==> src/atipd_pkg.sv <==
`timescale 1ns / 1ps
`default_nettype none

package atipd_pkg;

   localparam int MAX_LEN_DEF = 2048;
   localparam int FRAME_LEN_W = 12;

   localparam logic [7:0] CH_PLUS  = 8'h2B;
   localparam logic [7:0] CH_I     = 8'h49;
   localparam logic [7:0] CH_P     = 8'h50;
   localparam logic [7:0] CH_D     = 8'h44;
   localparam logic [7:0] CH_COMMA = 8'h2C;
   localparam logic [7:0] CH_COLON = 8'h3A;
   localparam logic [7:0] CH_LBRACE = 8'h7B;
   localparam logic [7:0] CH_RBRACE = 8'h7D;
   localparam logic [7:0] CH_PROMPT = 8'h3E;
   localparam logic [7:0] CH_O     = 8'h4F;
   localparam logic [7:0] CH_K     = 8'h4B;
   localparam logic [7:0] CH_ZERO  = 8'h30;
   localparam logic [7:0] CH_NINE  = 8'h39;

   localparam logic CMD_BYTE = 1'b0;
   localparam logic CMD_ARM  = 1'b1;

   typedef enum logic [2:0] {
      HS_PLUS  = 3'd0,
      HS_I     = 3'd1,
      HS_P     = 3'd2,
      HS_D     = 3'd3,
      HS_COMMA = 3'd4,
      HS_LEN   = 3'd5,
      HS_DATA  = 3'd6
   } hstate_type;

   typedef struct packed {
      logic                   valid;
      logic                   last;
      logic [7:0]             data;
      logic [FRAME_LEN_W-1:0] frame_length;
   } payload_type;

endpackage

`default_nettype wire

==> src/atipd_header.sv <==
`timescale 1ns / 1ps
`default_nettype none

module atipd_header #(
   parameter int MAX_LEN = atipd_pkg::MAX_LEN_DEF
) (
   input  wire logic                  clock,
   input  wire logic                  reset,
   input  wire logic                  step,
   input  wire logic [7:0]            rx_byte,
   output atipd_pkg::payload_type     result
);

   localparam int LEN_W = $clog2(MAX_LEN + 1);
   localparam int SUM_W = LEN_W + 4;
   localparam logic [SUM_W-1:0] MAX_SUM = SUM_W'(MAX_LEN);
   localparam logic [LEN_W-1:0] MAX_VAL = LEN_W'(MAX_LEN);

   atipd_pkg::hstate_type state_ff, state_in;
   logic [LEN_W-1:0] len_ff, len_in;
   logic [LEN_W-1:0] count_ff, count_in;
   logic             ended_ff, ended_in;

   logic             is_digit;
   logic [SUM_W-1:0] len_sum;
   logic [LEN_W:0]   count_inc;
   logic             at_last;
   logic [LEN_W+atipd_pkg::FRAME_LEN_W-1:0] len_wide;

   assign is_digit  = (rx_byte >= atipd_pkg::CH_ZERO) && (rx_byte <= atipd_pkg::CH_NINE);
   assign len_sum   = SUM_W'(len_ff) * SUM_W'(10)
                    + SUM_W'(rx_byte - atipd_pkg::CH_ZERO);
   assign count_inc = {1'b0, count_ff} + (LEN_W + 1)'(1);
   assign at_last   = count_inc >= {1'b0, len_ff};

   // next state and length/count datapath
   always_comb begin
      state_in = state_ff;
      len_in   = len_ff;
      count_in = count_ff;
      ended_in = ended_ff;
      if (step) begin
         case (state_ff)
            atipd_pkg::HS_I:
               state_in = (rx_byte == atipd_pkg::CH_I) ? atipd_pkg::HS_P : atipd_pkg::HS_PLUS;
            atipd_pkg::HS_P:
               state_in = (rx_byte == atipd_pkg::CH_P) ? atipd_pkg::HS_D : atipd_pkg::HS_PLUS;
            atipd_pkg::HS_D:
               state_in = (rx_byte == atipd_pkg::CH_D) ? atipd_pkg::HS_COMMA
                                                       : atipd_pkg::HS_PLUS;
            atipd_pkg::HS_COMMA: begin
               if (rx_byte == atipd_pkg::CH_COMMA) begin
                  state_in = atipd_pkg::HS_LEN;
                  len_in   = '0;
                  ended_in = 1'b0;
               end else begin
                  state_in = atipd_pkg::HS_PLUS;
               end
            end
            atipd_pkg::HS_LEN: begin
               if (rx_byte == atipd_pkg::CH_COLON) begin
                  count_in = '0;
                  state_in = (len_ff == '0) ? atipd_pkg::HS_PLUS : atipd_pkg::HS_DATA;
               end else if (!ended_ff && is_digit) begin
                  len_in = (len_sum > MAX_SUM) ? MAX_VAL : len_sum[LEN_W-1:0];
               end else begin
                  ended_in = 1'b1;
               end
            end
            atipd_pkg::HS_DATA: begin
               if (at_last) begin
                  count_in = '0;
                  state_in = atipd_pkg::HS_PLUS;
               end else begin
                  count_in = count_inc[LEN_W-1:0];
               end
            end
            default:
               state_in = (rx_byte == atipd_pkg::CH_PLUS) ? atipd_pkg::HS_I
                                                          : atipd_pkg::HS_PLUS;
         endcase
      end
   end

   assign len_wide = {{atipd_pkg::FRAME_LEN_W{1'b0}}, len_in};

   // per-byte result
   always_comb begin
      result.valid        = 1'b0;
      result.last         = 1'b0;
      result.data         = '0;
      result.frame_length = len_wide[atipd_pkg::FRAME_LEN_W-1:0];
      case (state_ff)
         atipd_pkg::HS_DATA: begin
            result.valid = step;
            result.last  = step && at_last;
            result.data  = step ? rx_byte : 8'h00;
         end
         default: begin
            result.valid = 1'b0;
         end
      endcase
   end

   always_ff @(posedge clock) begin
      if (reset) begin
         state_ff <= atipd_pkg::HS_PLUS;
         len_ff   <= '0;
         count_ff <= '0;
         ended_ff <= 1'b0;
      end else begin
         state_ff <= state_in;
         len_ff   <= len_in;
         count_ff <= count_in;
         ended_ff <= ended_in;
      end
   end

endmodule

`default_nettype wire

==> src/at_response_ipd_parser_core.sv <==
`timescale 1ns / 1ps
`default_nettype none

// the result of an input transfer is registered in the output register and shown in the cycle after the transfer
// throughput: one byte per cycle while the output is not stalled; a new byte is taken while the held result is taken
// the output register holds one result, so req_ready drops only when it is full and stalled
// reset (synchronous, active high) returns all trackers to idle and clears the ready flag

module at_response_ipd_parser_core #(
   parameter int MAX_LEN = atipd_pkg::MAX_LEN_DEF
) (
   input  wire logic        clock,
   input  wire logic        reset,
   input  wire logic        req_valid,
   output logic             req_ready,
   input  wire logic        req_command,
   input  wire logic [7:0]  req_rx_byte,
   output logic             rsp_valid,
   input  wire logic        rsp_ready,
   output logic             rsp_payload_valid,
   output logic [7:0]       rsp_payload_byte,
   output logic             rsp_payload_last,
   output logic [11:0]      rsp_frame_length,
   output logic             rsp_brace_valid,
   output logic [7:0]       rsp_brace_byte,
   output logic             rsp_brace_last,
   output logic             rsp_ready_res
);

   logic accept;
   logic step;

   atipd_pkg::payload_type payload;

   logic       brace_active_ff, brace_active_in;
   logic       ok_k_ff, ok_k_in;
   logic       ready_flag_ff, ready_flag_in;
   logic       b_valid, b_last;
   logic       brace_on;
   logic       flag_mid;

   logic       out_valid_ff;
   logic       p_valid_ff, p_last_ff, b_valid_ff, b_last_ff, r_ff;
   logic [7:0] p_byte_ff, b_byte_ff;
   logic [11:0] len_ff;

   assign req_ready = !out_valid_ff || rsp_ready;
   assign accept    = req_valid && req_ready;
   assign step      = accept && (req_command == atipd_pkg::CMD_BYTE);

   atipd_header #(
      .MAX_LEN(MAX_LEN)
   ) u_header (
      .clock   (clock),
      .reset   (reset),
      .step    (step),
      .rx_byte (req_rx_byte),
      .result  (payload)
   );

   // brace capture
   assign brace_on        = brace_active_ff || (req_rx_byte == atipd_pkg::CH_LBRACE);
   assign b_valid         = step && brace_on;
   assign b_last          = b_valid && (req_rx_byte == atipd_pkg::CH_RBRACE);
   assign brace_active_in = step ? (brace_on && !b_last) : brace_active_ff;

   // ready flag and ok detector, frozen while the flag is set
   always_comb begin
      ok_k_in       = ok_k_ff;
      ready_flag_in = ready_flag_ff;
      flag_mid      = ready_flag_ff || (req_rx_byte == atipd_pkg::CH_PROMPT);
      if (accept && req_command == atipd_pkg::CMD_ARM) begin
         ready_flag_in = 1'b0;
      end else if (step) begin
         ready_flag_in = flag_mid;
         if (!flag_mid) begin
            if (!ok_k_ff) begin
               ok_k_in = (req_rx_byte == atipd_pkg::CH_O);
            end else begin
               ok_k_in       = 1'b0;
               ready_flag_in = (req_rx_byte == atipd_pkg::CH_K);
            end
         end
      end
   end

   always_ff @(posedge clock) begin
      if (reset) begin
         brace_active_ff <= 1'b0;
         ok_k_ff         <= 1'b0;
         ready_flag_ff   <= 1'b0;
         out_valid_ff    <= 1'b0;
      end else begin
         brace_active_ff <= brace_active_in;
         ok_k_ff         <= ok_k_in;
         ready_flag_ff   <= ready_flag_in;
         if (accept) begin
            out_valid_ff <= 1'b1;
         end else if (rsp_ready) begin
            out_valid_ff <= 1'b0;
         end
      end
   end

   always_ff @(posedge clock) begin
      if (accept) begin
         p_valid_ff <= payload.valid;
         p_last_ff  <= payload.last;
         p_byte_ff  <= payload.data;
         len_ff     <= payload.frame_length;
         b_valid_ff <= b_valid;
         b_last_ff  <= b_last;
         b_byte_ff  <= b_valid ? req_rx_byte : 8'h00;
         r_ff       <= ready_flag_in;
      end
   end

   assign rsp_valid         = out_valid_ff;
   assign rsp_payload_valid = p_valid_ff;
   assign rsp_payload_byte  = p_byte_ff;
   assign rsp_payload_last  = p_last_ff;
   assign rsp_frame_length  = len_ff;
   assign rsp_brace_valid   = b_valid_ff;
   assign rsp_brace_byte    = b_byte_ff;
   assign rsp_brace_last    = b_last_ff;
   assign rsp_ready_res     = r_ff;

endmodule

`default_nettype wire

==> config.mk <==
export PLATFORM = sky130hd
export DESIGN_NAME = at_response_ipd_parser_core
export DESIGN_NICKNAME = d
export VERILOG_FILES = /design/src/atipd_pkg.sv /design/src/atipd_header.sv /design/src/at_response_ipd_parser_core.sv
export SDC_FILE = /design/constraint.sdc
export NUM_CORES = 1
export LEC_CHECK = 0
export BUFFER_PORTS_ARGS = -buffer_cell sky130_fd_sc_hd__buf_2
export CAP_MARGIN = 20
export CORE_MARGIN = 10
export CORE_UTILIZATION = 45
export CTS_CLUSTER_SIZE = 8
export DETAILED_ROUTE_END_ITERATION = 10
export PLACE_DENSITY_LB_ADDON = 0.08
export SYNTH_ARGS = -nofsm -noshare
export SYNTH_HDL_FRONTEND = slang
export SYNTH_SLANG_ARGS = --single-unit
==> constraint.sdc <==
create_clock -name clock -period 8.2 [get_ports clock]
set_input_delay 1.23 -clock clock [delete_from_list [all_inputs] [get_ports clock]]
set_output_delay 1.23 -clock clock [all_outputs]
set_load 0.02 [all_outputs]
# Word-level counts from Yosys, hierarchy flattened
# Index checks and enable logic that the tools add are counted.
[op_classes] bitwise_logic=3 n_mul=1 n_eq_ne=22 reduce_logical=24 div_mod_pow=0 shifts=0 magnitude_cmp=4 add_sub_neg=3 muxes=29
[ops] operator="$mux 12" n=7
[ops] operator="$eq 8x7->1 const B" n=7
[ops] operator="$pmux 12 s2" n=2
[ops] operator="$eq 8x6->1 const B" n=4
[ops] operator="$pmux 3 s6" n=1
[ops] operator="$add 16x16->16" n=1
[ops] operator="$gt 16x12->1 const B" n=1
[ops] operator="$mul 12x3->15 const B" n=1
[ops] operator="$mux 3" n=5
[ops] operator="$add 12x1->13 const B" n=1
[ops] operator="$ge 13x12->1" n=1
[ops] operator="$logic_not 12->1" n=1
[ops] operator="$mux 1" n=11
[ops] operator="$eq 3x3->1 const B" n=3
[ops] operator="$logic_and 1x1->1" n=9
[ops] operator="$reduce_and 3->1" n=3
[ops] operator="$sub 8x6->9 const B" n=1
[ops] operator="$ge 8x6->1 const B" n=1
[ops] operator="$le 8x6->1 const B" n=1
[ops] operator="$eq 3x2->1 const B" n=2
[ops] operator="$ne 2x1->1 const B" n=3
[ops] operator="$reduce_bool 2->1" n=3
[ops] operator="$reduce_and 5->1" n=1
[ops] operator="$mux 2" n=2
[ops] operator="other kinds (7)" n=14
[word_totals] latch_bits=0 reg_bits=65 ramBits=0 word_cells=102 out_inout_bits=35 mem_bits_ro=0 mem_count=0

# Logic depth before layout (Yosys ltp)
# Gate-level depths: netlist of run 1.
[logic_depth] ltp_word=8 depth_mapped=19

# By module
# A second synthesis of run 1 with hierarchy kept.
[unflattened] cells_unflattened=515 hier_area_um2=4717.0
[by_module_without_submodules] mod="atipd_header" n_inst=1 area_each_um2=3390.8 cells_per_inst=437
[by_module_without_submodules] mod="at_response_ipd_parser_core" n_inst=1 area_each_um2=1326.3 cells_per_inst=78

# Least setup slack after synthesis of run 1
# No wires, ideal clock.
[synth_timing] path_kind="reg-to-reg" start="register u_header.len_ff[1]" end="register len_ff[7] (netlist: rsp_frame_length[7]) (data pin)" path_buffers=1 arrival_time_ns=4.098 path_stages_with_launch=18 setup_slack_ns=3.957 path_cell_list="dfxtp_1 ha_1 ha_1 fa_1 a21o_1 a21oi_1 o21bai_1 a21oi_1 o21ai_0 a21o_1 a21oi_1 xnor2_1 ha_1 or4b_4 a211oi_4 o211ai_4 buf_6 o21ai_1"
[synth_lines] element="start: declaration" line_no="atipd_header.sv:20" rtl="logic [LEN_W-1:0] len_ff, len_in;"
[synth_lines] element="start signal: assignment" line_no="atipd_header.sv:113" rtl="len_ff <= len_in;"
[synth_lines] element="end signal: assignment" line_no="at_response_ipd_parser_core.sv:110" rtl="len_ff <= payload.frame_length;"
[synth_lines] element="end: declaration" line_no="at_response_ipd_parser_core.sv:45" rtl="logic [11:0] len_ff;"

==> results of run 1 <==
==> worst max-delay path by stage <==
| stage | slack [ns] | from | cells after the start | end |
|---|---|---|---|---|
| after global routing | 3.19 | u_header.len_ff[1] | 17 | u_header.len_ff[0] |
| final | 3.53 | u_header.len_ff[1] | 16 | rsp_frame_length[1] |
| after CTS | 3.56 | u_header.len_ff[1] | 17 | rsp_frame_length[1] |
| after global placement | 3.56 | req_rx_byte[7] | 12 | rsp_frame_length[3] |
| after detailed placement | 3.48 | req_rx_byte[7] | 12 | u_header.len_ff[1] |
| after floorplan | 3.96 | u_header.len_ff[1] | 17 | rsp_frame_length[7] |
==> metrics by stage <==
stage	utilization	power, mW	hold WS, ns	instances	area, um^2
final	0.522	0.703	0.474	688	5120
after global routing	0.522	0.730	0.512	688	5120
after CTS	0.522	0.710	0.475	688	5120
after detailed placement	0.502	0.433	0.464	672	4930
after global placement	0.502	0.432	0.458	672	4930
after floorplan	-	0.407	0.450	503	4570
==> state kept, by name (all words and copies together) (netlist names) <==
register	count
rsp_frame_length	12
u_header.count_ff	12
u_header.len_ff	12
rsp_brace_byte	8
rsp_payload_byte	8
u_header.state_ff	3
brace_active_ff	1
ok_k_ff	1
ready_flag_ff	1
rsp_brace_last	1
rsp_brace_valid	1
rsp_payload_last	1
rsp_payload_valid	1
rsp_ready_res	1
rsp_valid	1
u_header.ended_ff	1
==> logic make-up after synthesis <==
kind of cell    after synthesis  synth area share
simple gates                192             0.219
compound gates              129             0.191
flops                        65             0.357
fa+ha+maj                    54             0.151
buf+inv                      37            0.0320
xor+xnor                     26            0.0498
==> power by group through the flow <==
stage	Sequential [mW]	Combinational (mW)	Clock [mW]
after floorplan	0.370	0.0369	0
after global placement	0.360	0.0714	0
after detailed placement	0.361	0.0724	0
after CTS	0.353	0.0726	0.285
after global routing	0.354	0.0787	0.297
final	0.353	0.0720	0.278
==> area by class of cell <==
type,instances,share of cell area
clock inverter,7,0.0137
sequential,65,0.318
timing repair buffer,49,0.0488
multi-input combinational,401,0.545
tap,133,0.0325
inverter,24,0.0176
clock buffer,9,0.0242
==> worst max-delay path, cell delays in order (launching register included) <==
cell and delay, ns:
dfxtp_1 0.48, ha_1 0.28, ha_1 0.23, fa_1 0.41, a21o_1 0.17, a21oi_1 0.22
o21bai_1 0.09, a21oi_1 0.21, o21ai_0 0.21, a21o_1 0.21, a21oi_1 0.16, xnor2_1 0.14
ha_1 0.27, or4b_4 0.56, a211oi_4 0.37, o211ai_4 0.26, o21ai_1 0.23
==> routing by layer <==
metal	GRT usage	wire, um	vias up
li1	-	-	1936
met1	0.206	5460	1797
met2	0.251	5010	82
met3	0.0312	464	13
met4	0.0490	149	0
met5	0	0	-
==> cells in the final DEF (no fill, tap or decap), drive strengths merged, types with 3 or more instances in the layout <==
cell      count
nor3b         3
a211oi        4
nor2b        13
nor2         20
o21a          3
nand3b        4
a21o         16
or3           4
o41ai         3
o211ai        4
xnor2        13
nor4b         3
nand3        17
o21bai        4
a22o          3
buf          49
o31ai        13
xor2         13
nor3          9
clkbuf        9
clkinvlp      3
inv          25
a21oi        41
or2           5
and2         15
ha           52
a31oi         3
nand4         4
o21ai        22
nand2b       11
nor4          7
nand2        64
and3          7
edfxtp       33
dfxtp        32
==> results.ini, run 1 <==
[status]
outcome = completed

[placed_design]
gp_congestion = 0.888
dpl.hpwl_mm = 8.49
port_buffers = 47
pre_cts_slack_ns = 3.48

[finish]
insertedDiodeCount = 0
register_area_um2 = 1630
nets = 617
multi_input_area_um2 = 2790
num-fill-cells = 970
syn_to_final_growth_pct = 12.1
drive_gt1_frac = 0.139

[die]
die-area_um2 = 14600
io_pins = 48
row_count = 36
start_util = 0.465
die_w_um = 121
die_y_um = 121
core_um2 = 9820

[critical_path]
reg2reg_depth = 16
timing.rr.start = u_header.len_ff[1]
crit_path_start_kind = flop
critPathArrivalTime_ns = 4.86
worstReg2RegEnd = rsp_frame_length[1]
endpoint_kind = flop
cp_data_required_time_ns = 8.39
rrSetupSlack_ns = 3.53
worstSetupPathType = flop to flop
crit_fanout = 17

[synthesis]
syn-cell-area_um2 = 4570
synth_commonest_cells = 63 x nand2_1, 52 x ha_1, 41 x a21oi_1, 33 x edfxtp_1, 32 x dfxtp_1
yosysUniqueCellTypes = 57
synth_ff_type = edfxtp_1
yosysMostFrequentCell = nand2_1
yosys.area.top_type = edfxtp_1
synth_top_cell_area_share = 0.217
synth_cells = 503
yosys-top-cells-area = edfxtp_1 22%, ha_1 14%, dfxtp_1 14%
seq_area_frac_synth = 0.357
synth_nets = 570
yosys_warnings = 0
synth-edff-count = 33
async_flop_share = 0
avgSynthCellArea_um2 = 9.08
ys_seq_elements = 65

[clock_network]
cts_resized = 0
cts_max_level = 3
cts_root_buf = clkbuf_8
cts_sinks = 65
clkLatencyLatePin_ns = 0.36
post_cts_buffers = 0
tritoncts = built
clk_pin_slew_worst_paths_ns = 0.08
cts_buffer_depth = 2
numCtsBuffers = 9
cts_hold_buf = 0

[routing]
drtIter0Drc = 228
drc_errors = 0
drtAntennaViolNets = 0
routed_wl_mm = 11.1
num_vias = 3828
avgRoutedWirePerCell_um = 16.1
first_pass_iters = 4
vias_per_cell = 5.56

[hold_path]
min-delay-path-class = flop to flop
hold_end = ok_k_ff
holdCritStartpoint = ok_k_ff
worst_hold_path.num_cells = 2

[global_route]
grt-ovfl-total = 0
grt_max_degree = 34
grt_use_total = 0.156
antenna_found_initial = 0
grt_first_pass_wirelength_mm = 18.9
first_global_vias = 3842

[power_and_ir_drop]
p_comb_frac = 0.102
seq_power_share = 0.502
switchingPower_mw = 0.193
cellPowerDensity_nw_per_um2 = 137
swShare = 0.274
p_leak_nw = 2.31
clkPwrFrac = 0.395
irDropWorstVdd_v = 0.0000694
internal_power_mw = 0.511

[timing]
drv_slew = 0
fmax_ghz = 0.214
finalSetupTns_ns = 0
timing.max_slew.rel_slack = 0.463
tightest_slew_ns = 0.804
grt_setup_unrepaired = false
hold_viol_final = 0
skew_ns = 0.0175
fin_ws_ns = 3.53
finalCriticalPeriod_ns = 4.67
setup_viol = 0
timing.final.crit_share = 0.569

[run]
drv_cap = 0

(Power assumes the default switching activity.)
==> run 2, diff against run 1 <==
--- a/config.mk
+++ b/config.mk
@@ -5,6 +5,7 @@
 export SDC_FILE = /design/constraint.sdc
 export NUM_CORES = 1
 export LEC_CHECK = 0
+export ABC_AREA = 1
 export BUFFER_PORTS_ARGS = -buffer_cell sky130_fd_sc_hd__buf_2
 export CAP_MARGIN = 20
 export CORE_MARGIN = 10
==> constraint.sdc (replaced) <==
create_clock -name clock -period 3.9 [get_ports clock]
set_input_delay 0.585 -clock clock [delete_from_list [all_inputs] [get_ports clock]]
set_output_delay 0.585 -clock clock [all_outputs]
set_load 0.02 [all_outputs]
==> run 2 against run 1 <==
Compared with the run above: utilization grew 2.7 points; clock skew shrank 0.0084 ns; non-clock buffer count grew 18; die area grew 10%; flip-flop and latch count is the same; sequential share of layout area shrank 4.6 points; worst setup slack lost 3.4 ns; final cell count grew 31%; clock power grew to 3.0 times the previous value; power grew 150%; critical path depth grew 7; critical path type unchanged; highest routed layer unchanged.
==> results.ini, run 2 <==
[timing]
drv_slew = 0
fmax_ghz = 0.264
timing.final.crit_share = 0.972
grt_setup_unrepaired = true
timing.max_slew.rel_slack = 0.509
tightest_slew_ns = 0.736
finalSetupTns_ns = 0
setup_viol = 0
skew_ns = 0.00910
hold_viol_final = 0
finalCriticalPeriod_ns = 3.79

[placed_design]
port_buffers = 47
dpl.hpwl_mm = 10.2
placed_cell_area_um2 = 5580
gp_congestion = 0.846

[hold_path]
holdCritStartpoint = brace_active_ff
worst_hold_path.num_cells = 2
hold_end = brace_active_ff
min-delay-path-class = flop to flop

[global_route]
grt_max_degree = 30
grt-ovfl-total = 0
grt_first_pass_wirelength_mm = 21.6
first_global_vias = 4393
grt_use_total = 0.161
antenna_found_initial = 0

[power_and_ir_drop]
p_leak_nw = 2.91
cellPowerDensity_nw_per_um2 = 292
seq_power_share = 0.423
switchingPower_mw = 0.464
p_comb_frac = 0.110
irDropWorstVdd_v = 0.000234
internal_power_mw = 1.29
clkPwrFrac = 0.467
swShare = 0.264

[synthesis]
yosys.area.top_type = edfxtp_1
syn-cell-area_um2 = 5130
yosys-top-cells-area = edfxtp_1 19%, nand2_1 13%, ha_1 13%
ys_seq_elements = 65
yosysUniqueCellTypes = 38
avgSynthCellArea_um2 = 7.41
synth_nets = 759
yosysMostFrequentCell = nand2_1
synth_top_cell_area_share = 0.193
synth_cells = 692
seq_area_frac_synth = 0.318
synth_commonest_cells = 178 x nand2_1, 93 x inv_1, 76 x nor2_1, 52 x ha_1, 51 x a21oi_1
async_flop_share = 0
yosys_warnings = 0
synth-edff-count = 33
synth_ff_type = edfxtp_1

[clock_network]
cts_sinks = 65
clkLatencyLatePin_ns = 0.33
cts_buffer_depth = 2
cts_root_buf = clkbuf_16
clk_pin_slew_worst_paths_ns = 0.06
numCtsBuffers = 9
cts_max_level = 3
tritoncts = built

[critical_path]
endpoint_kind = flop
cp_data_required_time_ns = 4.09
reg2reg_depth = 23
crit_fanout = 7
worstReg2RegEnd = rsp_frame_length[4]
worstSetupPathType = flop to flop
critPathArrivalTime_ns = 3.99
timing.rr.start = u_header.len_ff[3]
crit_path_start_kind = flop
rrSetupSlack_ns = 0.11

[routing]
avgRoutedWirePerCell_um = 14.6
drc_errors = 0
drtIter0Drc = 320
first_pass_iters = 4
num_vias = 4609
vias_per_cell = 5.10
routed_wl_mm = 13.2
drtAntennaViolNets = 0

[finish]
syn_to_final_growth_pct = 17.4
nets = 826
drive_gt1_frac = 0.217
mostFrequentLayoutCell = nand2_1
design_area_um2 = 6020
insertedDiodeCount = 0
fin_util = 0.548
layout_common_cells = 168 x nand2_1, 91 x inv_1, 76 x nor2_1

[die]
start_util = 0.467
row_count = 38
die_w_um = 127
die_y_um = 127
io_pins = 48
core_um2 = 11000
die-area_um2 = 16100

[status]
outcome = completed

[run]
drv_cap = 0

==> run 2: cell count changes in the layout (fill, tap and decap cells not counted), moves of 11 or more <==
cell,change
nand3_2,+15
nand2_2,+23
o31ai_1,-11
a21oi_2,+17
nand2_1,+105
nand2b_1,-11
nor2b_1,-13
a21o_1,-16
nor2_1,+56
buf_4,+17
nand3_1,+22
inv_1,+67
and2_1,-14
==> run 2: cells by family after synthesis <==
kind of cell               share of synthesized area
and+or+nand+nor                                0.325
xor gates and xnor gates                      0.0376
AOI/OAI and AO/OA                             0.0917
buffers and inverters                         0.0931
adders and majority gates                      0.135
DFF                                            0.318
==> run 2: worst max path at each step <==
stage,start,endpoint,slack (ns),cells past startpoint
floorplan,u_header.len_ff[1],rsp_frame_length[11],0.27,25
global placement,u_header.len_ff[3],rsp_frame_length[5],0.16,26
detailed placement,u_header.len_ff[3],rsp_frame_length[5],0.06,26
CTS,u_header.len_ff[3],rsp_frame_length[5],0.03,26
global route,u_header.len_ff[3],u_header.len_ff[8],-0.10,26
finish,u_header.len_ff[3],rsp_frame_length[4],0.11,23
==> run 2: worst max-delay path, stage by stage (launching register included) <==
cell     delay (ns)
dfxtp_4        0.36
ha_1           0.31
ha_1           0.37
a21oi_1        0.20
nand2_2        0.11
a21oi_2        0.17
nor2_1         0.06
nor2_1         0.11
xnor2_1        0.09
ha_1           0.40
inv_2          0.09
nor3_2         0.20
and2_1         0.14
nand2_1        0.09
nand2_1        0.08
nand2_1        0.05
nand2_1        0.07
nand3_2        0.09
nor2_4         0.25
buf_12         0.17
nand3_2        0.06
nand2_1        0.07
nand2_2        0.06
nand2_1        0.08
==> run 2: repair_timing <==
item,CTS,global route
setup endpoints to repair,0,24
hold buffers,0,0
buffers inserted,0,2
gates resized for setup,0,37
==> run 2: power groups by stage <==
| stage | Clock [mW] | Sequential (mW) | Combinational [mW] |
|---|---|---|---|
| after floorplan | 0 | 0.780 | 0.109 |
| after detailed placement | 0 | 0.758 | 0.190 |
| final | 0.821 | 0.743 | 0.193 |
| after CTS | 0.836 | 0.744 | 0.191 |
| after global placement | 0 | 0.758 | 0.190 |
| after global routing | 0.867 | 0.745 | 0.214 |
==> run 2: layer usage <==
| metal | routed length [um] | global-route usage | vias up |
|---|---|---|---|
| met5 | 0 | 0 | - |
| met4 | 163 | 0.0409 | 0 |
| met3 | 736 | 0.0292 | 12 |
| li1 | - | - | 2416 |
| met1 | 6750 | 0.228 | 2057 |
| met2 | 5540 | 0.246 | 124 |
==> run 2: cell type report <==
type / instances / area (um^2)
clock buffers: 9 / 225
clock inverters: 7 / 75.1
fillers: 1053 / 4960
inverters: 97 / 364
multi-input cells: 519 / 3150
flip-flops and latches: 65 / 1640
well taps: 140 / 175
repair buffers: 67 / 398
==> run 2: stage by stage <==
stage | cells | hold WS, ns | power (mW) | worst slack, ns
4_1_cts | 902 | 0.463 | 1.77 | 0.0267
2_1_floorplan | 692 | 0.430 | 0.889 | 0.267
5_1_grt | 904 | 0.493 | 1.83 | -0.101
3_3_place_gp | 886 | 0.455 | 0.948 | 0.161
3_5_place_dp | 886 | 0.455 | 0.948 | 0.0555
6_report | 904 | 0.467 | 1.76 | 0.108
